==> config.mk <==
export PLATFORM = sky130hd
export DESIGN_NAME = dhf_queue
export DESIGN_NICKNAME = d
export VERILOG_FILES = /design/src/design/dhf_pkg.sv /design/src/design/dhf_queue.sv
export SDC_FILE = /design/constraint.sdc
export NUM_CORES = 1
export LEC_CHECK = 0
export ABC_AREA = 1
export BUFFER_PORTS_ARGS = -buffer_cell sky130_fd_sc_hd__buf_2
export CORE_ASPECT_RATIO = 1.75
export CORE_MARGIN = 2
export CORE_UTILIZATION = 25
export DETAILED_ROUTE_END_ITERATION = 7
export HOLD_SLACK_MARGIN = 0.15
export SETUP_SLACK_MARGIN = 0.5
export SYNTH_ARGS = -nofsm -noshare
export SYNTH_HDL_FRONTEND = slang
export SYNTH_SLANG_ARGS = --single-unit
==> constraint.sdc <==
create_clock -name clk_i -period 9 [get_ports clk_i]
set_clock_uncertainty 0.2 [all_clocks]
set_input_delay 0.9 -clock clk_i [delete_from_list [all_inputs] [get_ports clk_i]]
set_output_delay 0.9 -clock clk_i [all_outputs]
set_load 0.05 [all_outputs]
==> src/design/dhf_pkg.sv <==
// Shared types, constants and the arctangent table of the distance-hold follower.
package dhf_pkg;

  localparam int unsigned OFS_W    = 16;
  localparam int unsigned AGE_W    = 16;
  localparam int unsigned HOLD_W   = 15;
  localparam int unsigned CAP_W    = 15;
  localparam int unsigned STALE_W  = 16;
  localparam int unsigned SPEED_W  = 15;
  localparam int unsigned TURN_W   = 15;
  localparam int unsigned CFG_IDX_W = 2;
  localparam int unsigned CFG_DAT_W = 16;

  // Square of a 16-bit signed value fits 31 bits; the sum of two fits 32.
  localparam int unsigned SQ_W     = 31;
  localparam int unsigned SUM_W    = 32;
  localparam int unsigned DIST_W   = 16;
  localparam int unsigned SQRT_STEPS = 16;

  // CORDIC datapath: the vector grows by about 1.65, the angle is Q.20 radians.
  localparam int unsigned CV_W     = 20;
  localparam int unsigned ANG_W    = 24;
  localparam int unsigned ANG_FRAC_SHIFT = 8;
  localparam int unsigned TABLE_LEN = 24;

  localparam logic signed [ANG_W-1:0] PI_Q20     = 24'sd3294199;
  localparam logic signed [ANG_W-1:0] TURN_LIMIT = 24'sd12868;
  localparam logic signed [ANG_W-1:0] ANG_HALF   = 24'sd128;

  localparam int unsigned QDEPTH = 2;

  localparam logic [CFG_IDX_W-1:0] CFG_HOLD  = 2'd0;
  localparam logic [CFG_IDX_W-1:0] CFG_CAP   = 2'd1;
  localparam logic [CFG_IDX_W-1:0] CFG_STALE = 2'd2;

  typedef struct packed {
    logic [SQ_W-1:0]         xx;
    logic [SQ_W-1:0]         yy;
    logic signed [CV_W-1:0]  cx;
    logic signed [CV_W-1:0]  cy;
    logic signed [ANG_W-1:0] cz;
    logic                    stale;
    logic                    zero;
  } work_t;

  // atan(2^-i) in Q.20 radians, rounded to nearest.
  function automatic logic signed [ANG_W-1:0] atan_q20(input logic [4:0] idx);
    logic signed [ANG_W-1:0] v;
    case (idx)
      5'd0:  v = 24'sd823550;
      5'd1:  v = 24'sd486170;
      5'd2:  v = 24'sd256879;
      5'd3:  v = 24'sd130396;
      5'd4:  v = 24'sd65451;
      5'd5:  v = 24'sd32757;
      5'd6:  v = 24'sd16383;
      5'd7:  v = 24'sd8192;
      5'd8:  v = 24'sd4096;
      5'd9:  v = 24'sd2048;
      5'd10: v = 24'sd1024;
      5'd11: v = 24'sd512;
      5'd12: v = 24'sd256;
      5'd13: v = 24'sd128;
      5'd14: v = 24'sd64;
      5'd15: v = 24'sd32;
      5'd16: v = 24'sd16;
      5'd17: v = 24'sd8;
      5'd18: v = 24'sd4;
      5'd19: v = 24'sd2;
      5'd20: v = 24'sd1;
      default: v = 24'sd0;
    endcase
    return v;
  endfunction

endpackage

==> src/design/dhf_queue.sv <==
// Short queue of classified beats between the front end and the back end.
module dhf_queue (
  input  logic           clk_i,
  input  logic           rst_ni,
  input  logic           push_i,
  input  dhf_pkg::work_t work_i,
  output logic           full_o,
  output logic           pop_o,
  output dhf_pkg::work_t work_o
);

  localparam int unsigned PTR_W = $clog2(dhf_pkg::QDEPTH);
  localparam int unsigned CNT_W = $clog2(dhf_pkg::QDEPTH + 1);

  dhf_pkg::work_t mem_q [dhf_pkg::QDEPTH];
  logic [PTR_W-1:0] wr_q, rd_q;
  logic [CNT_W-1:0] cnt_q;

  assign full_o = cnt_q == CNT_W'(dhf_pkg::QDEPTH);
  // The back end never stalls, so any queued beat leaves at once.
  assign pop_o  = cnt_q != '0;
  assign work_o = mem_q[rd_q];

  always_ff @(posedge clk_i or negedge rst_ni) begin
    if (!rst_ni) begin
      wr_q  <= '0;
      rd_q  <= '0;
      cnt_q <= '0;
    end else begin
      if (push_i) begin
        wr_q <= (wr_q == PTR_W'(dhf_pkg::QDEPTH - 1)) ? '0 : wr_q + 1'b1;
      end
      if (pop_o) begin
        rd_q <= (rd_q == PTR_W'(dhf_pkg::QDEPTH - 1)) ? '0 : rd_q + 1'b1;
      end
      if (push_i && !pop_o) begin
        cnt_q <= cnt_q + 1'b1;
      end else if (pop_o && !push_i) begin
        cnt_q <= cnt_q - 1'b1;
      end
    end
  end

  always_ff @(posedge clk_i) begin
    if (push_i) begin
      mem_q[wr_q] <= work_i;
    end
  end

endmodule

# After elaboration in Yosys (flattened, before gate mapping)
# Memory sizes are Yosys's and may differ from the RTL's.
# Cells that the tools add are included.
[word_totals]
mem_bits_rw = 256
elab_cells = 21
inputBits = 131
memories = 1
regBits = 4
[classes]
addsub = 4
mux = 6
eq_ne = 1
reduce_logical = 6
[mem_list]
columns = ["name", "depth", "width", "read_ports", "rd_clocked_by_memory_dff", "wr", "line", "rtl"]
rows = [
  ["mem_q", 2, 128, 1, 0, 1, "dhf_queue.sv:15", "dhf_pkg::work_t mem_q [dhf_pkg::QDEPTH];"],
]
[op_table]
columns = ["operator", "count"]
rows = [
  ["$mux W1", 4],
  ["$mux W2", 2],
  ["$reduce_bool A2 Y1", 2],
  ["$add A1 B1 Y1 const B", 2],
  ["$add A2 B1 Y2 const B", 1],
  ["$eq A2 B2 Y1 const B", 1],
  ["$logic_and A1 B1 Y1", 2],
  ["$logic_not A1 Y1", 2],
  ["$sub A2 B1 Y2 const B", 1],
]

# Logic depth before layout (Yosys ltp)
[depth]
ltp_word = 4
depth_mapped = 7
mapped_depth_nobuf = 7

# Least setup slack after synthesis
# Ideal clock, no wire load.
[synth_path]
path_type = "input to register"
from = "input port push_i"
to = "memory mem_q[0][0] (netlist name) (enable)"
n_path_buf = 0
required_time_ps = 8180
slack_ps = 1886
arrival_time_ps = 6294
stages = 2
cell_sequence = "inv_1 nor2_1"
[synth_between]
elab_chain_cells = 2
[synth_rtl]
columns = ["element", "line", "rtl"]
rows = [
  ["start, declared", "dhf_queue.sv:5", "input logic push_i,"],
  ["$mux W1", "dhf_queue.sv:45", "if (push_i) begin"],
  ["$mux W1 (implied by the code)", "dhf_queue.sv:46", "mem_q[wr_q] <= work_i;"],
  ["end, declared", "dhf_queue.sv:15", ""],
]
# No other way between the ends.

==> key figures <==
Outcome
  – Status: complete, no violations

Setup path
  – Cell breakdown of the critical path: inv_4 -> buf_4 -> nand2_1 -> nand2_1 -> buf_2
  – Slowest stage delay, CP: approximately 730 ps
  – Kind of critical path: reg -> out
  – CP dominant cell by count: nand2_1
  – Worst Setup EP: work_o[90]
  – Worst setup EP type: primary output
  – Crit. Startpoint: rd_q
  – Slowest-stage cell, CP: dfrtp_4
  – Worst r2r path cells: 3
  – RR Endpoint: mem_q[1][121]
  – Worst EP required: ~8000 ps
  – Worst R2R Start: wr_q
  – Flop2flop setup slack: between 6000 and 7000 ps
  – Startpoint Class: register
  – Critical path arrival: approximately 3200 ps
  – Largest fanout on the critical path: 71

Synth
  – Yosys Warn Count: 0
  – Synth Instances: just under 700
  – Area fraction of the dominant cell type after synthesis: 0.8071
  – Mapped Nets: slightly above 800
  – Area contributors post-synth: edfxtp_1 81%, nand2_1 15%, buf_4 1.3%, dfrtp_1 1.1%, buf_2 0.53%
  – Dominant cell type by area after synthesis: edfxtp_1
  – Syn Area/Cell: about 14 um2
  – Post-Syn Area: 0.009524 mm2
  – Count of cell types in the netlist: 15
  – Post-synthesis sequential area ratio: 0.8177
  – Yosys reg bits: 260

Floorplanning
  – Cell Rows: 94
  – Die span in x: around 150 um
  – Core area: ~0.038 mm2
  – Die area: between 0.03 and 0.04 mm2
  – Initial Utilization: 0.2531
  – Ports: 261
  – Die Y: ~260 um

Global routing
  – Met1 Usage GRT: 0.1034
  – Total congestion overflow: 0
  – Antenna violations before repair: 14
  – Total GRT Usage: 0.1056
  – First-pass GRT wire length: approximately 32 mm
  – Grt met3 use: 0.02713
  – Met2 Use GR: 0.1953
  – Gr busiest metal: met2
  – Pin count of the biggest net entering global routing: 72
  – Number of global-route vias before repair: a little under 6000

Timing
  – Fin. Hold Viols: 0
  – Final setup fails: 0
  – Fin Hold WS: between 300 and 400 ps
  – Max Slew Vio Count: 0
  – Slew margin rel.: 0.3435
  – Final worst slack: 4723 ps
  – Fmax: between 200 and 250 MHz
  – Setup TNS: 0 ps
  – RSZ-0062 raised after global routing: no
  – Final cycle utilization of the critical path: 0.4752
  – Slew @ Worst Pin: between 900 and 1000 ps
  – Minimum clock period: around 4300 ps

Power
  – Comb pwr share: 0.434
  – Max VDD drop: around 0.00029 V
  – Sequential share of power: 0.360
  – Sw Share: 0.4683
  – Clock share of power: 0.206
  – Pleak: approximately 0.005 uW
  – Sw power: 2221 uW
  – Pwr Density: ~390 mW/mm2
  – Int Power: 2523 uW

Finish
  – Seq. cell area: around 0.008 mm2
  – Post-layout util: 0.3211
  – Commonest cells after routing, fill and taps aside: 389 x nand2_1, 260 x buf_2, 256 x edfxtp_1
  – Filler cells: roughly 3800
  – Final cell count without fillers: 1466
  – Most common cell after layout, fill and taps aside: nand2_1
  – Nets: 1090
  – Layout cells sized above 1: 0.3156
  – Multi-input gate area: about 0.0015 mm2
  – Synth-to-Final Area Change: 26.90%

Route
  – # DRC: 0
  – Iter 0 DRT Violations: about 250
  – Detailed-router iteration count before antenna repair: 4
  – Average wire per standard cell: 14.90 um
  – Antenna-violating nets left: 0
  – Via-to-Cell Ratio: about 4
  – Total routed wirelength: 21.84 mm
  – Via count: roughly 6000

Placement
  – Dpl hpwl: 14.48 mm
  – Placed insts: approximately 1400
  – Pre-CTS setup slack: 5172 ps
  – GPL Wtd Cong: slightly below 0.8
  – # port buffers: 260

Clock tree
  – Post-CTS Setup Inserts: 0
  – Worst-path clk slew: ~60 ps
  – TritonCTS buffer count: 24
  – Clk_lat worst skew: around 520 ps
  – Root Buffer: clkbuf_16
  – TritonCTS clock tree: done
  – CTS sink cnt: 260
  – H-Tree Depth: 1
  – Clock Path Buffers: 3

Worst hold path
  – Worst min path class: reg -> reg

Flow run
  – Max cap viols: 0
==> kinds of logic after synthesis <==
group | Yosys count | share of synthesized area
and+or+nand+nor | 394 | 0.1557
xor gates and xnor gates | 3 | 0.002759
DFF | 260 | 0.8177
buffers and inverters | 36 | 0.02260
adders and majority gates | 1 | 0.001314
==> metal layers <==
layer  routed length [um]  vias to the layer above  share of wire
li1                     -                     2877              -
met1                 7541                     2726           0.35
met2                11610                      187           0.53
met3                 1513                       63          0.069
met4                 1105                       10          0.051
met5                   70                        -         0.0032
==> layout make-up <==
| class | count | share of cell area |
|---|---|---|
| timing repair buffer | 266 | 0.1116 |
| antenna | 10 | 0.002070 |
| inverter | 8 | 0.003106 |
| sequential | 260 | 0.6446 |
| tap | 480 | 0.04969 |
| multi-input combinational | 398 | 0.1265 |
| clock buffer | 27 | 0.05238 |
| clock inverter | 17 | 0.01004 |
==> state kept, by name, summed over array words and instances, names as in the netlist <==
signal,flops
mem_q,256
cnt_q,2
rd_q,1
wr_q,1
==> worst max-delay path, delay by kind of cell, from the launching register on <==
kind,cells,cell delay (ps)
flops,1,730
simple gates,2,230
buf+inv,3,1580
==> synth_stat cells (all sizes together) <==
master  count
edfxtp    256
clkbuf      1
nor2        3
nand4       1
inv         8
xnor2       1
nand3       1
nand2     389
dfrtp       4
ha          1
buf        27
xor2        2
==> what timing repair did <==
item	CTS	global route
resized for setup	0	0
hold buffers	1	0
endpoints found under the hold margin	4	0
setup endpoints to repair	0	0
==> metrics by stage <==
stage	cell area, um2	total power [uW]
finish	12090	4744
global route	12080	4989
CTS	12060	4822
detailed placement	11300	3835
global placement	11300	3810
floorplan	9524	3351
==> worst min-delay path by stage <==
stage / start / to / slack, ps / depth (start not counted)
finish: cnt_q[1] / cnt_q[1] / 320 / 2
global route: work_i[77] / mem_q[1][77] / 330 / 1
CTS: work_i[127] / mem_q[0][127] / 310 / 1
detailed placement: cnt_q[1] / cnt_q[1] / 300 / 2
global placement: cnt_q[1] / cnt_q[1] / 280 / 2
floorplan: cnt_q[1] / cnt_q[1] / 260 / 2
==> power groups by stage <==
stage | sequential, uW | clock (uW) | combinational (uW)
floorplan | 1710 | 0 | 1640
global placement | 1730 | 0 | 2080
detailed placement | 1740 | 0 | 2100
CTS | 1710 | 1010 | 2100
global route | 1740 | 1050 | 2210
finish | 1710 | 975 | 2060
(Power assumes the default switching activity.)
