[config.mk]
export PLATFORM = sky130hd
export DESIGN_NAME = dhf_front
export DESIGN_NICKNAME = d
export VERILOG_FILES = /design/src/design/dhf_pkg.sv /design/src/design/dhf_front.sv
export SDC_FILE = /design/constraint.sdc
export NUM_CORES = 1
export LEC_CHECK = 0
export BUFFER_PORTS_ARGS = -buffer_cell sky130_fd_sc_hd__buf_4
export CORE_MARGIN = 10
export CORE_UTILIZATION = 50
export DETAILED_ROUTE_END_ITERATION = 7
export PLACE_DENSITY = 0.66
export SLEW_MARGIN = 25
export SYNTH_ARGS = -nofsm -noshare
export SYNTH_HDL_FRONTEND = slang
export SYNTH_SLANG_ARGS = --single-unit
export TNS_END_PERCENT = 30
[constraint.sdc]
create_clock -name clk_i -period 17 [get_ports clk_i]
set_input_delay 1.7 -clock clk_i [delete_from_list [all_inputs] [get_ports clk_i]]
set_output_delay 1.7 -clock clk_i [all_outputs]
set_load 0.01 [all_outputs]
[src/design/dhf_pkg.sv]
// Shared types, constants and the arctangent table of the distance-hold follower.
package dhf_pkg;

  localparam int unsigned OFS_W    = 16;
  localparam int unsigned AGE_W    = 16;
  localparam int unsigned HOLD_W   = 15;
  localparam int unsigned CAP_W    = 15;
  localparam int unsigned STALE_W  = 16;
  localparam int unsigned SPEED_W  = 15;
  localparam int unsigned TURN_W   = 15;
  localparam int unsigned CFG_IDX_W = 2;
  localparam int unsigned CFG_DAT_W = 16;

  // Square of a 16-bit signed value fits 31 bits; the sum of two fits 32.
  localparam int unsigned SQ_W     = 31;
  localparam int unsigned SUM_W    = 32;
  localparam int unsigned DIST_W   = 16;
  localparam int unsigned SQRT_STEPS = 16;

  // CORDIC datapath: the vector grows by about 1.65, the angle is Q.20 radians.
  localparam int unsigned CV_W     = 20;
  localparam int unsigned ANG_W    = 24;
  localparam int unsigned ANG_FRAC_SHIFT = 8;
  localparam int unsigned TABLE_LEN = 24;

  localparam logic signed [ANG_W-1:0] PI_Q20     = 24'sd3294199;
  localparam logic signed [ANG_W-1:0] TURN_LIMIT = 24'sd12868;
  localparam logic signed [ANG_W-1:0] ANG_HALF   = 24'sd128;

  localparam int unsigned QDEPTH = 2;

  localparam logic [CFG_IDX_W-1:0] CFG_HOLD  = 2'd0;
  localparam logic [CFG_IDX_W-1:0] CFG_CAP   = 2'd1;
  localparam logic [CFG_IDX_W-1:0] CFG_STALE = 2'd2;

  typedef struct packed {
    logic [SQ_W-1:0]         xx;
    logic [SQ_W-1:0]         yy;
    logic signed [CV_W-1:0]  cx;
    logic signed [CV_W-1:0]  cy;
    logic signed [ANG_W-1:0] cz;
    logic                    stale;
    logic                    zero;
  } work_t;

  // atan(2^-i) in Q.20 radians, rounded to nearest.
  function automatic logic signed [ANG_W-1:0] atan_q20(input logic [4:0] idx);
    logic signed [ANG_W-1:0] v;
    case (idx)
      5'd0:  v = 24'sd823550;
      5'd1:  v = 24'sd486170;
      5'd2:  v = 24'sd256879;
      5'd3:  v = 24'sd130396;
      5'd4:  v = 24'sd65451;
      5'd5:  v = 24'sd32757;
      5'd6:  v = 24'sd16383;
      5'd7:  v = 24'sd8192;
      5'd8:  v = 24'sd4096;
      5'd9:  v = 24'sd2048;
      5'd10: v = 24'sd1024;
      5'd11: v = 24'sd512;
      5'd12: v = 24'sd256;
      5'd13: v = 24'sd128;
      5'd14: v = 24'sd64;
      5'd15: v = 24'sd32;
      5'd16: v = 24'sd16;
      5'd17: v = 24'sd8;
      5'd18: v = 24'sd4;
      5'd19: v = 24'sd2;
      5'd20: v = 24'sd1;
      default: v = 24'sd0;
    endcase
    return v;
  endfunction

endpackage

[src/design/dhf_front.sv]
// Front end: accepts an item, squares the offsets, flags stale and zero cases, folds the vector.
module dhf_front (
  input  logic                              clk_i,
  input  logic                              rst_ni,
  input  logic                              start_i,
  output logic                              busy_o,
  input  logic signed [dhf_pkg::OFS_W-1:0]  offset_x_i,
  input  logic signed [dhf_pkg::OFS_W-1:0]  offset_y_i,
  input  logic [dhf_pkg::AGE_W-1:0]         target_age_ms_i,
  input  logic [dhf_pkg::STALE_W-1:0]       stale_limit_i,
  input  logic                              full_i,
  output logic                              push_o,
  output dhf_pkg::work_t                    work_o
);

  logic           vld_q;
  dhf_pkg::work_t work_q, work_d;
  logic           accept;

  logic signed [2*dhf_pkg::OFS_W-1:0] px, py;
  logic signed [dhf_pkg::CV_W-1:0]    ex, ey;

  assign push_o = vld_q && !full_i;
  assign busy_o = vld_q && !push_o;
  assign accept = start_i && !busy_o;
  assign work_o = work_q;

  always_comb begin
    px = offset_x_i * offset_x_i;
    py = offset_y_i * offset_y_i;
    ex = dhf_pkg::CV_W'(offset_x_i);
    ey = dhf_pkg::CV_W'(offset_y_i);
    work_d.xx    = px[dhf_pkg::SQ_W-1:0];
    work_d.yy    = py[dhf_pkg::SQ_W-1:0];
    work_d.stale = target_age_ms_i > stale_limit_i;
    work_d.zero  = (offset_x_i == '0) && (offset_y_i == '0);
    // A target behind the follower is turned half a circle before vectoring.
    if (offset_x_i < 0) begin
      work_d.cx = -ex;
      work_d.cy = -ey;
      work_d.cz = (offset_y_i >= 0) ? dhf_pkg::PI_Q20 : -dhf_pkg::PI_Q20;
    end else begin
      work_d.cx = ex;
      work_d.cy = ey;
      work_d.cz = '0;
    end
  end

  always_ff @(posedge clk_i or negedge rst_ni) begin
    if (!rst_ni) begin
      vld_q <= 1'b0;
    end else if (accept) begin
      vld_q <= 1'b1;
    end else if (push_o) begin
      vld_q <= 1'b0;
    end
  end

  always_ff @(posedge clk_i) begin
    if (accept) begin
      work_q <= work_d;
    end
  end

endmodule

After elaboration in Yosys (flattened, before gate mapping)
Index checks and enable logic that the tools add are counted.
W data, S select, Z words.
{ "totals": {"output_inout_bits": 130, "wordCells": 29, "register_bits": 129, "input_bits": 68} }
{ "classes": {"n_reduce_logical": 10, "mux": 4, "addsub": 2, "n_lt_le_gt_ge": 3, "n_mul": 2} }
{ "op_table": {"columns": ["operator", "count"], "rows": [
  ["$mux W64", 1],
  ["$mul A16 B16 Y31", 2],
  ["$neg A16 Y20", 2],
  ["$logic_not A16 Y1", 2],
  ["$mux W24", 1],
  ["$ge A16 B1 Y1 const B", 1],
  ["$gt A16 B16 Y1", 1],
  ["$lt A16 B1 Y1 const B", 1],
  ["$logic_and A1 B1 Y1", 4],
  ["$logic_not A1 Y1", 3],
  ["$mux W1", 2],
  ["$reduce_bool A2 Y1", 1]
]} }

Depth between registers and ports, before layout
{ "logic_depth": {"depth_word": 7, "mapped_depth": 26, "mapped_depth_nobuf": 23} }

Worst setup path before layout
No wires, ideal clock.
{ "synth_timing": {"path_kind": "input -> register", "startpoint": "input offset_x_i[9] (netlist name)", "endpoint": "register work_q, in the netlist work_o[126] (data pin)", "arrival_ns": 7.538, "n_path_buf": 2, "required_time_ns": 16.741, "cell_stages": 21, "slack_ns": 9.203, "setup_ns": 0.259, "cell_sequence": "clkbuf_1 > clkbuf_1 > nand2_1 > fa_1 > fa_1 > fa_1 > inv_1 > fa_1 > fa_1 > inv_1 > fa_1 > inv_1 > ha_1 > and3_2 > a221o_1 > a2111oi_4 > nor4b_1 > or3_1 > o31a_1 > a211o_1 > xor2_1"} }
{ "synth_between": {"elab_chain_cells": 1} }
{ "synth_lines": {"columns": ["item", "line", "source"], "rows": [
  ["start, declared", "dhf_front.sv:7", "input logic signed [dhf_pkg::OFS_W-1:0] offset_x_i,"],
  ["$mul A16 B16 Y31", "dhf_front.sv:29", "px = offset_x_i * offset_x_i;"],
  ["named net px, one bit", "dhf_front.sv:20", "logic signed [2*dhf_pkg::OFS_W-1:0] px, py;"],
  ["end signal, assigned", "dhf_front.sv:61", "work_q <= work_d;"],
  ["end, declared", "dhf_front.sv:17", "dhf_pkg::work_t work_q, work_d;"]
]} }
The timed path passes the listed nets, and every way through them passes these cells.
A chain may end at the register's enable or synchronous reset.

Worst setup path in the final report
{ "layout_timing": {"startpoint": "input offset_y_i[15] (netlist name)", "endpoint": "register work_q, in the netlist work_o[95] (data pin)"} }
{ "layout_between": {"elab_chain_cells": 1} }
{ "layout_lines": {"columns": ["item", "line", "source"], "rows": [
  ["start, declared", "dhf_front.sv:8", "input logic signed [dhf_pkg::OFS_W-1:0] offset_y_i,"],
  ["$mul A16 B16 Y31", "dhf_front.sv:30", "py = offset_y_i * offset_y_i;"],
  ["named net py, one bit", "dhf_front.sv:20", null]
]} }
The timed path passes the listed nets, and every way through them passes these cells.

==> results.json <==
{
  "antenna_found_initial": 0,
  "syn_area_mm2": 0.0219,
  "synth-edff-count": 103,
  "reg2reg_from": "vld_q$_DFFE_PN0P_",
  "clock_skew_ns": 0.0129,
  "crit_type": "input pin to flip-flop",
  "numPortBuffers": 195,
  "slew_viol_final": 0,
  "holdCritStartpoint": "vld_q$_DFFE_PN0P_",
  "vias": 14900,
  "period_share": 0.479,
  "cts.htree.levels": 3,
  "period_needed_ns": 8.15,
  "ys.warnings.count": 0,
  "cp-endpoint": "work_o[95]$_DFFE_PP_",
  "io_pins": 198,
  "hold_path_depth": 2,
  "synth_seq_area_share": 0.143,
  "antenna_left": 0,
  "gp_congestion": 0.924,
  "final_nets": 3080,
  "path_max_fanout": 24,
  "critPathArrivalTime_ns": 8.29,
  "cts_tree": "yes",
  "clock-root-buffer": "clkbuf_16",
  "synth_xor_area_frac": 0.0452,
  "die_area_mm2": 0.0525,
  "post_cts_buffers": 0,
  "ys_types": 63,
  "startpoint": "offset_y_i[15]",
  "synth-seq-cells": 104,
  "status": "complete, no violations",
  "synth-compound-area-share": 0.0549,
  "cts_resized": 0,
  "dieWidth_um": 229,
  "drive_gt1_frac": 0.0998,
  "clock_path_buffers": 2,
  "drt-wirelength-per-cell_um": 17.5,
  "finalSetupViolCount": 0,
  "postCtsHoldBufs": 0,
  "slew_headroom": 0.325,
  "reg2regPathDepth": 3,
  "synth_top_family_by_area": "adder cells",
  "grt_pass1_vias": 16800,
  "tns_ns": 0,
  "crit_required_ns": 17.15,
  "area_delta_synth_final_pct": 9.60,
  "track_usage": 0.207,
  "final_cell_mix": "664 x inv_1, 460 x fa_1, 197 x buf_4",
  "first_iter_violations": 832,
  "insertion_delay_ns": 0.40,
  "synth-async-reset-ratio": 0.00962,
  "drc": 0,
  "clock.fmax_ghz": 0.123,
  "critPathLaunchType": "input pin",
  "synthAdderAreaFrac": 0.531,
  "synthSimpleGateAreaFrac": 0.0900,
  "endpoint_kind": "flip-flop",
  "dp.final_hpwl_mm": 43.4,
  "rsz0062_at_grt": "no",
  "antennaDiodeCount": 0,
  "hold_class": "flip-flop to flip-flop",
  "vias_per_cell": 5.07,
  "r2r_slack_ns": 14.38,
  "tritoncts.num_buffers": 9,
  "avgSynthCellArea_um2": 9.80,
  "drt_wl_total_mm": 51.7,
  "die_h_um": 229,
  "r2r-end": "work_o[90]$_DFFE_PP_",
  "cts.sinks": 104,
  "grt_overflow": 0,
  "synthesis.instances": 2232,
  "rows": 76,
  "hold_violations": 0,
  "core_area_mm2": 0.0432,
  "clkSlewWorstSetupHoldPaths_ns": 0.09,
  "grt_pass1_wl_mm": 86.4,
  "worst_pin_slew_ns": 1.01,
  "layout_commonest_cell": "inv_1",
  "dr.pass1.iters": 4,
  "grt_max_degree": 74,
  "synth.area.mux_share": 0.00194,
  "max_cap_violations": 0,
  "synthFlopType": "edfxtp_1",
  "start_util": 0.507
}
==> per-layer routing <==
layer,share of wire,vias to the layer above,GRT usage
met2,0.49,411,0.345
met4,0.028,0,0.0708
met1,0.43,7593,0.269
met5,0,-,0
met3,0.058,69,0.0347
li1,-,6868,-
==> logic make-up (layout without fill, tap and decap cells) <==
| kind of cell | after synthesis | after routing |
|---|---|---|
| buffers and inverters | 755 | 882 |
| adder cells (fa/ha/maj) | 653 | 653 |
| AND/OR/NAND/NOR | 423 | 423 |
| AO/OA/AOI/OAI | 179 | 179 |
| XOR/XNOR | 113 | 113 |
| flip-flops | 104 | 104 |
| multiplexers | 4 | 4 |
| other | 1 | 6 |
==> cell usage after synthesis (all sizes together), types with 2 or more instances <==
master | n | share of area
or4 | 3 | 0.0010
a31oi | 3 | 0.00086
clkinv | 3 | 0.00051
o41ai | 6 | 0.0024
buf | 34 | 0.010
and4 | 3 | 0.0012
a211oi | 7 | 0.0026
a41oi | 3 | 0.0012
o21ai | 36 | 0.0082
ha | 193 | 0.11
a21oi | 45 | 0.010
mux2i | 2 | 0.00092
nand2 | 178 | 0.031
a2111oi | 3 | 0.0021
clkbuf | 52 | 0.0089
o21a | 13 | 0.0045
o31a | 2 | 0.00080
a31o | 7 | 0.0028
a21o | 19 | 0.0065
xnor2 | 93 | 0.037
fa | 460 | 0.42
o311ai | 2 | 0.00080
o21bai | 10 | 0.0034
or2 | 8 | 0.0023
xor2 | 20 | 0.0080
nand4 | 8 | 0.0023
o211ai | 4 | 0.0014
nor4b | 2 | 0.00080
nand3 | 14 | 0.0032
nor3 | 12 | 0.0030
or3 | 8 | 0.0023
inv | 666 | 0.11
nor2 | 96 | 0.016
edfxtp | 103 | 0.14
o31ai | 11 | 0.0038
nor2b | 10 | 0.0029
a21boi | 2 | 0.00069
mux2 | 2 | 0.0010
nor4 | 5 | 0.0021
and3 | 6 | 0.0018
and2 | 59 | 0.017
nand2b | 9 | 0.0026
==> critical path: stages <==
cell       delay [ns]
buf_4            0.25
inv_1            0.30
nor2_1           0.38
fa_1             0.47
inv_1            0.09
fa_1             0.43
fa_1             0.51
inv_1            0.06
fa_1             0.51
fa_1             0.49
inv_1            0.05
fa_1             0.48
inv_1            0.04
ha_1             0.32
and4_1           0.19
a22oi_1          0.19
nand3b_1         0.18
o31ai_1          0.73
a2111oi_0        0.26
a2111oi_0        0.54
xnor2_1          0.11
==> area by class of cell <==
class | count | area, um2
clock inverters | 6 | 51.3
flip-flops and latches | 104 | 3120
fillers | 3973 | 19200
inverters | 669 | 2510
multi-input cells | 1378 | 15900
well taps | 585 | 732
clock buffers | 10 | 229
repair buffers | 197 | 1480
==> metrics by stage <==
step	worst slack [ns]	utilization	cells	hold slack (ns)	area, um2
floorplan	9.20	-	2237	0.649	21900
global placement	8.57	0.549	2933	0.679	23700
detailed placement	8.40	0.549	2933	0.698	23700
CTS	8.84	0.555	2949	0.720	24000
global route	8.37	0.555	2949	0.743	24000
finish	8.85	0.555	2949	0.717	24000
==> worst min-delay path by stage <==
stage,slack [ns],endpoint
5_1_grt,0.74,vld_q$_DFFE_PN0P_
3_3_place_gp,0.68,vld_q$_DFFE_PN0P_
2_1_floorplan,0.65,vld_q$_DFFE_PN0P_
3_5_place_dp,0.70,vld_q$_DFFE_PN0P_
6_report,0.72,vld_q$_DFFE_PN0P_
4_1_cts,0.72,vld_q$_DFFE_PN0P_
==> state kept, by name, summed over array words and instances (netlist names) <==
name    count
vld_q       1
work_o    103
Power is not shown: default switching activity piles up to over one toggle a cycle in this logic, so the estimate is an artifact.
