`src/design/dhf_pkg.sv`:
```
// Shared types, constants and the arctangent table of the distance-hold follower.
package dhf_pkg;

  localparam int unsigned OFS_W    = 16;
  localparam int unsigned AGE_W    = 16;
  localparam int unsigned HOLD_W   = 15;
  localparam int unsigned CAP_W    = 15;
  localparam int unsigned STALE_W  = 16;
  localparam int unsigned SPEED_W  = 15;
  localparam int unsigned TURN_W   = 15;
  localparam int unsigned CFG_IDX_W = 2;
  localparam int unsigned CFG_DAT_W = 16;

  // Square of a 16-bit signed value fits 31 bits; the sum of two fits 32.
  localparam int unsigned SQ_W     = 31;
  localparam int unsigned SUM_W    = 32;
  localparam int unsigned DIST_W   = 16;
  localparam int unsigned SQRT_STEPS = 16;

  // CORDIC datapath: the vector grows by about 1.65, the angle is Q.20 radians.
  localparam int unsigned CV_W     = 20;
  localparam int unsigned ANG_W    = 24;
  localparam int unsigned ANG_FRAC_SHIFT = 8;
  localparam int unsigned TABLE_LEN = 24;

  localparam logic signed [ANG_W-1:0] PI_Q20     = 24'sd3294199;
  localparam logic signed [ANG_W-1:0] TURN_LIMIT = 24'sd12868;
  localparam logic signed [ANG_W-1:0] ANG_HALF   = 24'sd128;

  localparam int unsigned QDEPTH = 2;

  localparam logic [CFG_IDX_W-1:0] CFG_HOLD  = 2'd0;
  localparam logic [CFG_IDX_W-1:0] CFG_CAP   = 2'd1;
  localparam logic [CFG_IDX_W-1:0] CFG_STALE = 2'd2;

  typedef struct packed {
    logic [SQ_W-1:0]         xx;
    logic [SQ_W-1:0]         yy;
    logic signed [CV_W-1:0]  cx;
    logic signed [CV_W-1:0]  cy;
    logic signed [ANG_W-1:0] cz;
    logic                    stale;
    logic                    zero;
  } work_t;

  // atan(2^-i) in Q.20 radians, rounded to nearest.
  function automatic logic signed [ANG_W-1:0] atan_q20(input logic [4:0] idx);
    logic signed [ANG_W-1:0] v;
    case (idx)
      5'd0:  v = 24'sd823550;
      5'd1:  v = 24'sd486170;
      5'd2:  v = 24'sd256879;
      5'd3:  v = 24'sd130396;
      5'd4:  v = 24'sd65451;
      5'd5:  v = 24'sd32757;
      5'd6:  v = 24'sd16383;
      5'd7:  v = 24'sd8192;
      5'd8:  v = 24'sd4096;
      5'd9:  v = 24'sd2048;
      5'd10: v = 24'sd1024;
      5'd11: v = 24'sd512;
      5'd12: v = 24'sd256;
      5'd13: v = 24'sd128;
      5'd14: v = 24'sd64;
      5'd15: v = 24'sd32;
      5'd16: v = 24'sd16;
      5'd17: v = 24'sd8;
      5'd18: v = 24'sd4;
      5'd19: v = 24'sd2;
      5'd20: v = 24'sd1;
      default: v = 24'sd0;
    endcase
    return v;
  endfunction

endpackage

```
`src/design/dhf_back.sv`:
```
// Back end: pipelined square root and CORDIC vectoring, then speed and bearing shaping.
module dhf_back #(
  parameter int unsigned CORDIC_STAGES = 16
) (
  input  logic                               clk_i,
  input  logic                               rst_ni,
  input  logic                               pop_i,
  input  dhf_pkg::work_t                     work_i,
  input  logic [dhf_pkg::HOLD_W-1:0]         hold_distance_i,
  input  logic [dhf_pkg::CAP_W-1:0]          speed_cap_i,
  output logic                               done_o,
  output logic [dhf_pkg::SPEED_W-1:0]        linear_speed_o,
  output logic signed [dhf_pkg::TURN_W-1:0]  turn_command_o
);

  localparam int unsigned CS   = (CORDIC_STAGES > dhf_pkg::TABLE_LEN) ?
                                 dhf_pkg::TABLE_LEN : CORDIC_STAGES;
  localparam int unsigned NSTG = (CS > dhf_pkg::SQRT_STEPS) ? CS : dhf_pkg::SQRT_STEPS;

  logic                            vld_q   [NSTG+1];
  logic [dhf_pkg::SUM_W-1:0]       n_q     [NSTG+1];
  logic [dhf_pkg::SUM_W-1:0]       res_q   [NSTG+1];
  logic signed [dhf_pkg::CV_W-1:0] x_q     [NSTG+1];
  logic signed [dhf_pkg::CV_W-1:0] y_q     [NSTG+1];
  logic signed [dhf_pkg::ANG_W-1:0] z_q    [NSTG+1];
  logic                            stale_q [NSTG+1];
  logic                            zero_q  [NSTG+1];

  always_ff @(posedge clk_i or negedge rst_ni) begin
    if (!rst_ni) begin
      vld_q[0] <= 1'b0;
    end else begin
      vld_q[0] <= pop_i;
    end
  end

  always_ff @(posedge clk_i) begin
    if (pop_i) begin
      n_q[0]     <= dhf_pkg::SUM_W'(work_i.xx) + dhf_pkg::SUM_W'(work_i.yy);
      res_q[0]   <= '0;
      x_q[0]     <= work_i.cx;
      y_q[0]     <= work_i.cy;
      z_q[0]     <= work_i.cz;
      stale_q[0] <= work_i.stale;
      zero_q[0]  <= work_i.zero;
    end
  end

  for (genvar i = 0; i < NSTG; i++) begin : g_stage
    logic [dhf_pkg::SUM_W-1:0]        n_d, res_d;
    logic signed [dhf_pkg::CV_W-1:0]  x_d, y_d;
    logic signed [dhf_pkg::ANG_W-1:0] z_d;

    if (i < dhf_pkg::SQRT_STEPS) begin : g_sqrt
      localparam logic [dhf_pkg::SUM_W-1:0] BIT = 32'd1 << (30 - 2 * i);
      logic [dhf_pkg::SUM_W-1:0] trial;
      always_comb begin
        trial = res_q[i] + BIT;
        if (n_q[i] >= trial) begin
          n_d   = n_q[i] - trial;
          res_d = (res_q[i] >> 1) + BIT;
        end else begin
          n_d   = n_q[i];
          res_d = res_q[i] >> 1;
        end
      end
    end else begin : g_sqrt_pass
      assign n_d   = n_q[i];
      assign res_d = res_q[i];
    end

    if (i < CS) begin : g_cordic
      logic signed [dhf_pkg::CV_W-1:0] xs, ys;
      always_comb begin
        xs = x_q[i] >>> i;
        ys = y_q[i] >>> i;
        if (y_q[i] >= 0) begin
          x_d = x_q[i] + ys;
          y_d = y_q[i] - xs;
          z_d = z_q[i] + dhf_pkg::atan_q20(5'(i));
        end else begin
          x_d = x_q[i] - ys;
          y_d = y_q[i] + xs;
          z_d = z_q[i] - dhf_pkg::atan_q20(5'(i));
        end
      end
    end else begin : g_cordic_pass
      assign x_d = x_q[i];
      assign y_d = y_q[i];
      assign z_d = z_q[i];
    end

    always_ff @(posedge clk_i or negedge rst_ni) begin
      if (!rst_ni) begin
        vld_q[i+1] <= 1'b0;
      end else begin
        vld_q[i+1] <= vld_q[i];
      end
    end

    always_ff @(posedge clk_i) begin
      if (vld_q[i]) begin
        n_q[i+1]     <= n_d;
        res_q[i+1]   <= res_d;
        x_q[i+1]     <= x_d;
        y_q[i+1]     <= y_d;
        z_q[i+1]     <= z_d;
        stale_q[i+1] <= stale_q[i];
        zero_q[i+1]  <= zero_q[i];
      end
    end
  end

  logic [dhf_pkg::DIST_W-1:0]        radius, diff;
  logic [dhf_pkg::SPEED_W-1:0]       speed_d, speed_q;
  logic signed [dhf_pkg::ANG_W-1:0]  zr, zc;
  logic signed [dhf_pkg::TURN_W-1:0] turn_d, turn_q;
  logic                              done_q;

  always_comb begin
    radius = res_q[NSTG][dhf_pkg::DIST_W-1:0];
    diff   = radius - dhf_pkg::DIST_W'(hold_distance_i);
    if (stale_q[NSTG] || radius <= dhf_pkg::DIST_W'(hold_distance_i)) begin
      speed_d = '0;
    end else if (diff >= dhf_pkg::DIST_W'(speed_cap_i)) begin
      speed_d = speed_cap_i;
    end else begin
      speed_d = diff[dhf_pkg::SPEED_W-1:0];
    end

    zr = (z_q[NSTG] + dhf_pkg::ANG_HALF) >>> dhf_pkg::ANG_FRAC_SHIFT;
    if (zr > dhf_pkg::TURN_LIMIT) begin
      zc = dhf_pkg::TURN_LIMIT;
    end else if (zr < -dhf_pkg::TURN_LIMIT) begin
      zc = -dhf_pkg::TURN_LIMIT;
    end else begin
      zc = zr;
    end
    if (stale_q[NSTG] || zero_q[NSTG]) begin
      turn_d = '0;
    end else begin
      turn_d = zc[dhf_pkg::TURN_W-1:0];
    end
  end

  always_ff @(posedge clk_i or negedge rst_ni) begin
    if (!rst_ni) begin
      done_q <= 1'b0;
    end else begin
      done_q <= vld_q[NSTG];
    end
  end

  always_ff @(posedge clk_i) begin
    if (vld_q[NSTG]) begin
      speed_q <= speed_d;
      turn_q  <= turn_d;
    end
  end

  assign done_o         = done_q;
  assign linear_speed_o = speed_q;
  assign turn_command_o = turn_q;

endmodule

```
`config.mk`:
```
export PLATFORM = sky130hd
export DESIGN_NAME = dhf_back
export DESIGN_NICKNAME = d
export VERILOG_FILES = /design/src/design/dhf_pkg.sv /design/src/design/dhf_back.sv
export SDC_FILE = /design/constraint.sdc
export NUM_CORES = 2
export LEC_CHECK = 0
export BUFFER_PORTS_ARGS = -buffer_cell sky130_fd_sc_hd__clkbuf_2
export CAP_MARGIN = 20
export CORE_MARGIN = 3
export CORE_UTILIZATION = 52
export DETAILED_ROUTE_END_ITERATION = 6
export PLACE_DENSITY = 0.64
export SKIP_LAST_GASP = 1
export SYNTH_ARGS = -nofsm -noshare
export SYNTH_HDL_FRONTEND = slang
export SYNTH_SLANG_ARGS = --single-unit
```
`constraint.sdc`:
```
create_clock -name clk_i -period 11.9 [get_ports clk_i]
set_input_delay 2.975 -clock clk_i [delete_from_list [all_inputs] [get_ports clk_i]]
set_output_delay 2.975 -clock clk_i [all_outputs]
set_load 0.005 [all_outputs]
```
# Yosys cells after proc, flatten, opt, wreduce, memory -nomap -nowiden
# Memories as Yosys holds them, arrays and structs flattened.
# Index checks and enable logic that the tools add are counted.
[totals] register_bits=48 mem_bits_rw=2210 inputBits=161 out_inout_bits=31 elab_cells=332 n_memories=7
[memory_table] memory="n_q" words=17 width=32 rd=16 rd_ports_with_merged_regs=0 wr=17 line_no="dhf_back.sv:21" source="logic [dhf_pkg::SUM_W-1:0] n_q [NSTG+1];"
[memory_table] memory="res_q" words=17 width=32 rd=17 rd_ports_with_merged_regs=0 wr=17 line_no="dhf_back.sv:22" source="logic [dhf_pkg::SUM_W-1:0] res_q [NSTG+1];"
[memory_table] memory="z_q" words=17 width=24 rd=17 rd_ports_with_merged_regs=0 wr=17 line_no="dhf_back.sv:25" source="logic signed [dhf_pkg::ANG_W-1:0] z_q [NSTG+1];"
[memory_table] memory="x_q" words=17 width=20 rd=16 rd_ports_with_merged_regs=0 wr=17 line_no="dhf_back.sv:23" source="logic signed [dhf_pkg::CV_W-1:0] x_q [NSTG+1];"
[memory_table] memory="y_q" words=17 width=20 rd=16 rd_ports_with_merged_regs=0 wr=17 line_no="dhf_back.sv:24" source="logic signed [dhf_pkg::CV_W-1:0] y_q [NSTG+1];"
[memory_table] memory="stale_q" words=17 width=1 rd=17 rd_ports_with_merged_regs=0 wr=17 line_no="dhf_back.sv:26" source="logic stale_q [NSTG+1];"
[memory_table] memory="+1 memories"
[op_classes] n_addsub=146 n_lt_le_gt_ge=36 n_mux=117 reduce_logical=4
[ops] op="$mux 32" n=32
[ops] op="$mux 20" n=32
[ops] op="$ge 32x32->1" n=16
[ops] op="$sub 32x32->32" n=16
[ops] op="$mux 24" n=16
[ops] op="$ge 20x1->1 const B" n=16
[ops] op="$add 24x15->24 const B" n=2
[ops] op="$add 24x9->24 const B" n=2
[ops] op="$sub 24x15->24 const B" n=2
[ops] op="$add 20x10->20" n=2
[ops] op="$add 20x11->20" n=2
[ops] op="$add 20x12->20" n=2
[ops] op="$add 20x13->20" n=2
[ops] op="$add 20x14->20" n=2
[ops] op="$add 20x15->20" n=2
[ops] op="$add 20x16->20" n=2
[ops] op="$add 20x17->20" n=2
[ops] op="$add 20x18->20" n=2
[ops] op="$add 20x19->20" n=2
[ops] op="$add 20x5->20" n=2
[ops] op="$add 20x6->20" n=2
[ops] op="$add 20x7->20" n=2
[ops] op="$add 20x8->20" n=2
[ops] op="$add 20x9->20" n=2
[ops] op="other kinds (88)" n=139

# Depth between registers and ports, before layout
# An unclocked memory read counts as a cell.
[logic_depth] depth_word=5 depth_mapped=23 mapped_depth_nobuf=21

# Worst setup path before layout
# No wires, ideal clock.
[synth_path] path_type="input-to-reg" start="in hold_distance_i[0] in the netlist's numbering" end="reg speed_q, in the netlist linear_speed_o[10] (data pin)" setup_time_ns=0.257 t_arrival_ns=6.578 required_ns=11.643 slack_ns=5.065 path_stages=22 path_buffers=2 cell_sequence="ha_1 inv_1 fa_1 a21o_1 a21oi_1 o21ai_1 a21oi_1 o21bai_1 a21oi_1 xnor2_1 ha_1 a21o_1 a21o_1 a211o_1 a21oi_1 o21ai_0 nor3_1 nor3_1 buf_2 buf_4 mux2i_1 nor2_1"
[synth_between] elab_chain_cells=3
[synth_rtl] item="from (decl)" line_no="dhf_back.sv:9" source="input logic [dhf_pkg::HOLD_W-1:0] hold_distance_i,"
[synth_rtl] item="$sub 16x15->16" line_no="dhf_back.sv:122" source="diff = radius - dhf_pkg::DIST_W'(hold_distance_i);"
[synth_rtl] item="$ge 16x15->1" line_no="dhf_back.sv:125" source="end else if (diff >= dhf_pkg::DIST_W'(speed_cap_i)) begin"
[synth_rtl] item="$mux 15" line_no="dhf_back.sv:125"
[synth_rtl] item="to (signal assigned)" line_no="dhf_back.sv:156" source="speed_q <= speed_d;"
[synth_rtl] item="to (decl)" line_no="dhf_back.sv:115" source="logic [dhf_pkg::SPEED_W-1:0] speed_d, speed_q;"
# Parallel ways exist; a longest one is shown, timed or not.
# A chain may end at the register's enable or synchronous reset.

# Worst setup path in the final report
[layout_path] start="in hold_distance_i[0] in the netlist's numbering" end="reg speed_q, in the netlist linear_speed_o[8] (data pin)"
# The elaborated chain is that of the path after synthesis.

==> flow_summary.json <==
{
  "clock_latency_ns": 0.84,
  "ff2ff_path_depth": 20,
  "slew_violations": 0,
  "final_cell_mix": "edfxtp_1, ha_1, xnor2_1, a21oi_1, nor2_1",
  "h-tree-depth": 4,
  "crit_end": "linear_speed_o[8]$_SDFFCE_PP0P_",
  "vias_per_cell": 5.61,
  "hold_buffers": 0,
  "critPathKind": "primary input to flip-flop",
  "grt.total_usage_pct": 21.0,
  "min_from": "z_q[0][221]$_DFFE_PP_",
  "relSlewSlack_pct": 34.4,
  "fin_tns_setup_ns": 0,
  "hold_path.class": "flip-flop to flip-flop",
  "io_buffers": 191,
  "setup_viol": 0,
  "ys_async_sr_fraction_pct": 1.08,
  "drive_gt1_share_pct": 6.57,
  "crit_path_start": "hold_distance_i[0]",
  "cp.arrival_ns": 7.51,
  "hpwlAfterDp_mm": 175,
  "ys_seq_elements": 1672,
  "vias": 71000,
  "grt_pass1_wl_mm": 359,
  "coreArea_mm2": 0.201,
  "timing.rr.start": "res_q[16][0]$_DFFE_PP_",
  "route.detailed.drc": 0,
  "grt_antenna_before_repair": 4,
  "timing.rr.end": "linear_speed_o[8]$_SDFFCE_PP0P_",
  "status": "finished clean",
  "synth_ff_type": "edfxtp_1",
  "synth_seq_area_share_pct": 47.5,
  "drtAntennaViolNets": 0,
  "grt_setup_unrepaired": "no",
  "n_fill_cell": 16600,
  "startpoint_type": "primary input",
  "syn_area_per_cell_um2": 11.1,
  "path_max_fanout": 13,
  "ff_latch_area_mm2": 0.0502,
  "fin_crit_ns": 6.94,
  "cts.sinks": 1672,
  "hold_viol_final": 0,
  "firstDrtPassIters": 5,
  "initial_utilization_pct": 52.5,
  "post_synth_num_cell_types": 109,
  "gp_congestion": 0.916,
  "synthCells": 9477,
  "dieArea_mm2": 0.208,
  "die_y_um": 456,
  "whs_path_depth": 0,
  "synth_warnings": 0,
  "layout_commonest_cell": "edfxtp_1",
  "syn_area_mm2": 0.105,
  "cts_tree": "done",
  "area_growth_pct": 10.1,
  "critPathCaptureType": "flip-flop",
  "root_buffer": "clkbuf_16",
  "wire_per_inst_um": 17.5,
  "antenna_cells": 0,
  "rows": 164,
  "fmax_ghz": 0.144,
  "clock_skew_ns": 0.0348,
  "cts_setup_buffers": 0,
  "gr-total-overflow": 0,
  "required_ns": 12.48,
  "io_pins": 192,
  "multi_input_area_mm2": 0.0528,
  "finalWirelength_mm": 222,
  "grt_pass1_vias": 70900,
  "r2r_setup_slack_ns": 6.78,
  "clkTransAtPathRegs_ns": 0.06,
  "grt_max_degree": 76,
  "fp.dieW_um": 456,
  "period_share_pct": 58.3,
  "first_iter_violations": 4062,
  "ctsResizeCount": 0,
  "drv_cap": 0,
  "cts_inserted_buffers": 185,
  "post-route-util_pct": 57.9,
  "clock_path_buffers": 3,
  "nets": 11100,
  "tightest_slew_ns": 0.982,
  "synth_edf_count": 1654
}
-- worst min path at each step --
stage          slack [ns]                     to
2_1_floorplan        0.40  stale_q[10]$_DFFE_PP_
3_3_place_gp         0.40    zero_q[8]$_DFFE_PP_
3_5_place_dp         0.41   z_q[0][24]$_DFFE_PP_
4_1_cts              0.40  z_q[0][247]$_DFFE_PP_
5_1_grt              0.41  z_q[0][247]$_DFFE_PP_
6_report             0.41  z_q[0][245]$_DFFE_PP_
-- state kept, by name (all words and copies together), names as in the netlist --
name and flops:
done_o 1, linear_speed_o 15, n_q 512, res_q 136, stale_q 17, turn_command_o 15
vld_q 17, x_q 285, y_q 301, z_q 356, zero_q 17
-- worst max-delay path: stages --
cell	delay [ns]
clkbuf_2	0.08
ha_1	0.18
inv_1	0.06
fa_1	0.39
a21o_1	0.19
a21oi_1	0.29
o21ai_1	0.11
a21oi_1	0.39
o21ai_1	0.19
a311oi_1	0.48
xnor2_1	0.16
ha_1	0.29
o21a_1	0.14
nand4_1	0.14
o21a_1	0.19
and4_1	0.20
nor3_2	0.45
buf_4	0.33
mux2i_1	0.22
nor2_1	0.06
-- cells in the mapped netlist (all sizes together), types with 150 or more instances --
cell type / count / share of area (%)
xor2: 395 / 3.3
edfxtp: 1654 / 47
xnor2: 836 / 6.9
nor2b: 150 / 0.89
a21o: 254 / 1.8
nor2: 633 / 2.3
nor3: 230 / 1.1
o21ai: 457 / 2.2
o21a: 190 / 1.4
ha: 1086 / 13
inv: 602 / 2.1
a21oi: 708 / 3.4
nand2: 481 / 1.7
-- metal layers --
metal / part of all wire, % / up-vias / global-route usage (%)
met5: 0.010 / - / 0
met4: 3.5 / 4 / 7.53
met3: 3.6 / 401 / 2.84
met2: 51 / 1298 / 38.7
met1: 42 / 33400 / 24.8
li1: - / 35900 / -
-- final cells by class --
| class | instances | share of cell area, % |
|---|---|---|
| Clock inverter | 117 | 1.22 |
| Timing Repair Buffer | 233 | 1.10 |
| Inverter | 608 | 1.97 |
| Clock buffer | 225 | 4.15 |
| Tap cell | 2656 | 2.86 |
| Sequential cell | 1672 | 43.2 |
| Multi-Input combinational cell | 7152 | 45.5 |
-- kinds of logic after synthesis --
logic type                 after synthesis  synth area share [%]
AOI/OAI and AO/OA                     2336                  14.3
buffers and inverters                  730                  2.63
xor gates and xnor gates              1231                  10.2
adders and majority gates             1130                  13.7
other                                    1               0.00356
and+or+nand+nor                       2313                  11.0
muxes                                   64                 0.643
DFF                                   1672                  47.5
-- metrics by stage --
stage	cell area, um^2	hold slack (ns)	instances	setup WS (ns)
2_1_floorplan	106000	0.400	9554	5.06
5_1_grt	116000	0.411	12700	4.51
3_3_place_gp	110000	0.403	12300	4.07
4_1_cts	116000	0.401	12700	5.01
3_5_place_dp	110000	0.405	12300	4.11
6_report	116000	0.406	12700	4.96
Power is not shown: default switching activity piles up to over one toggle a cycle in this logic, so the estimate is an artifact.
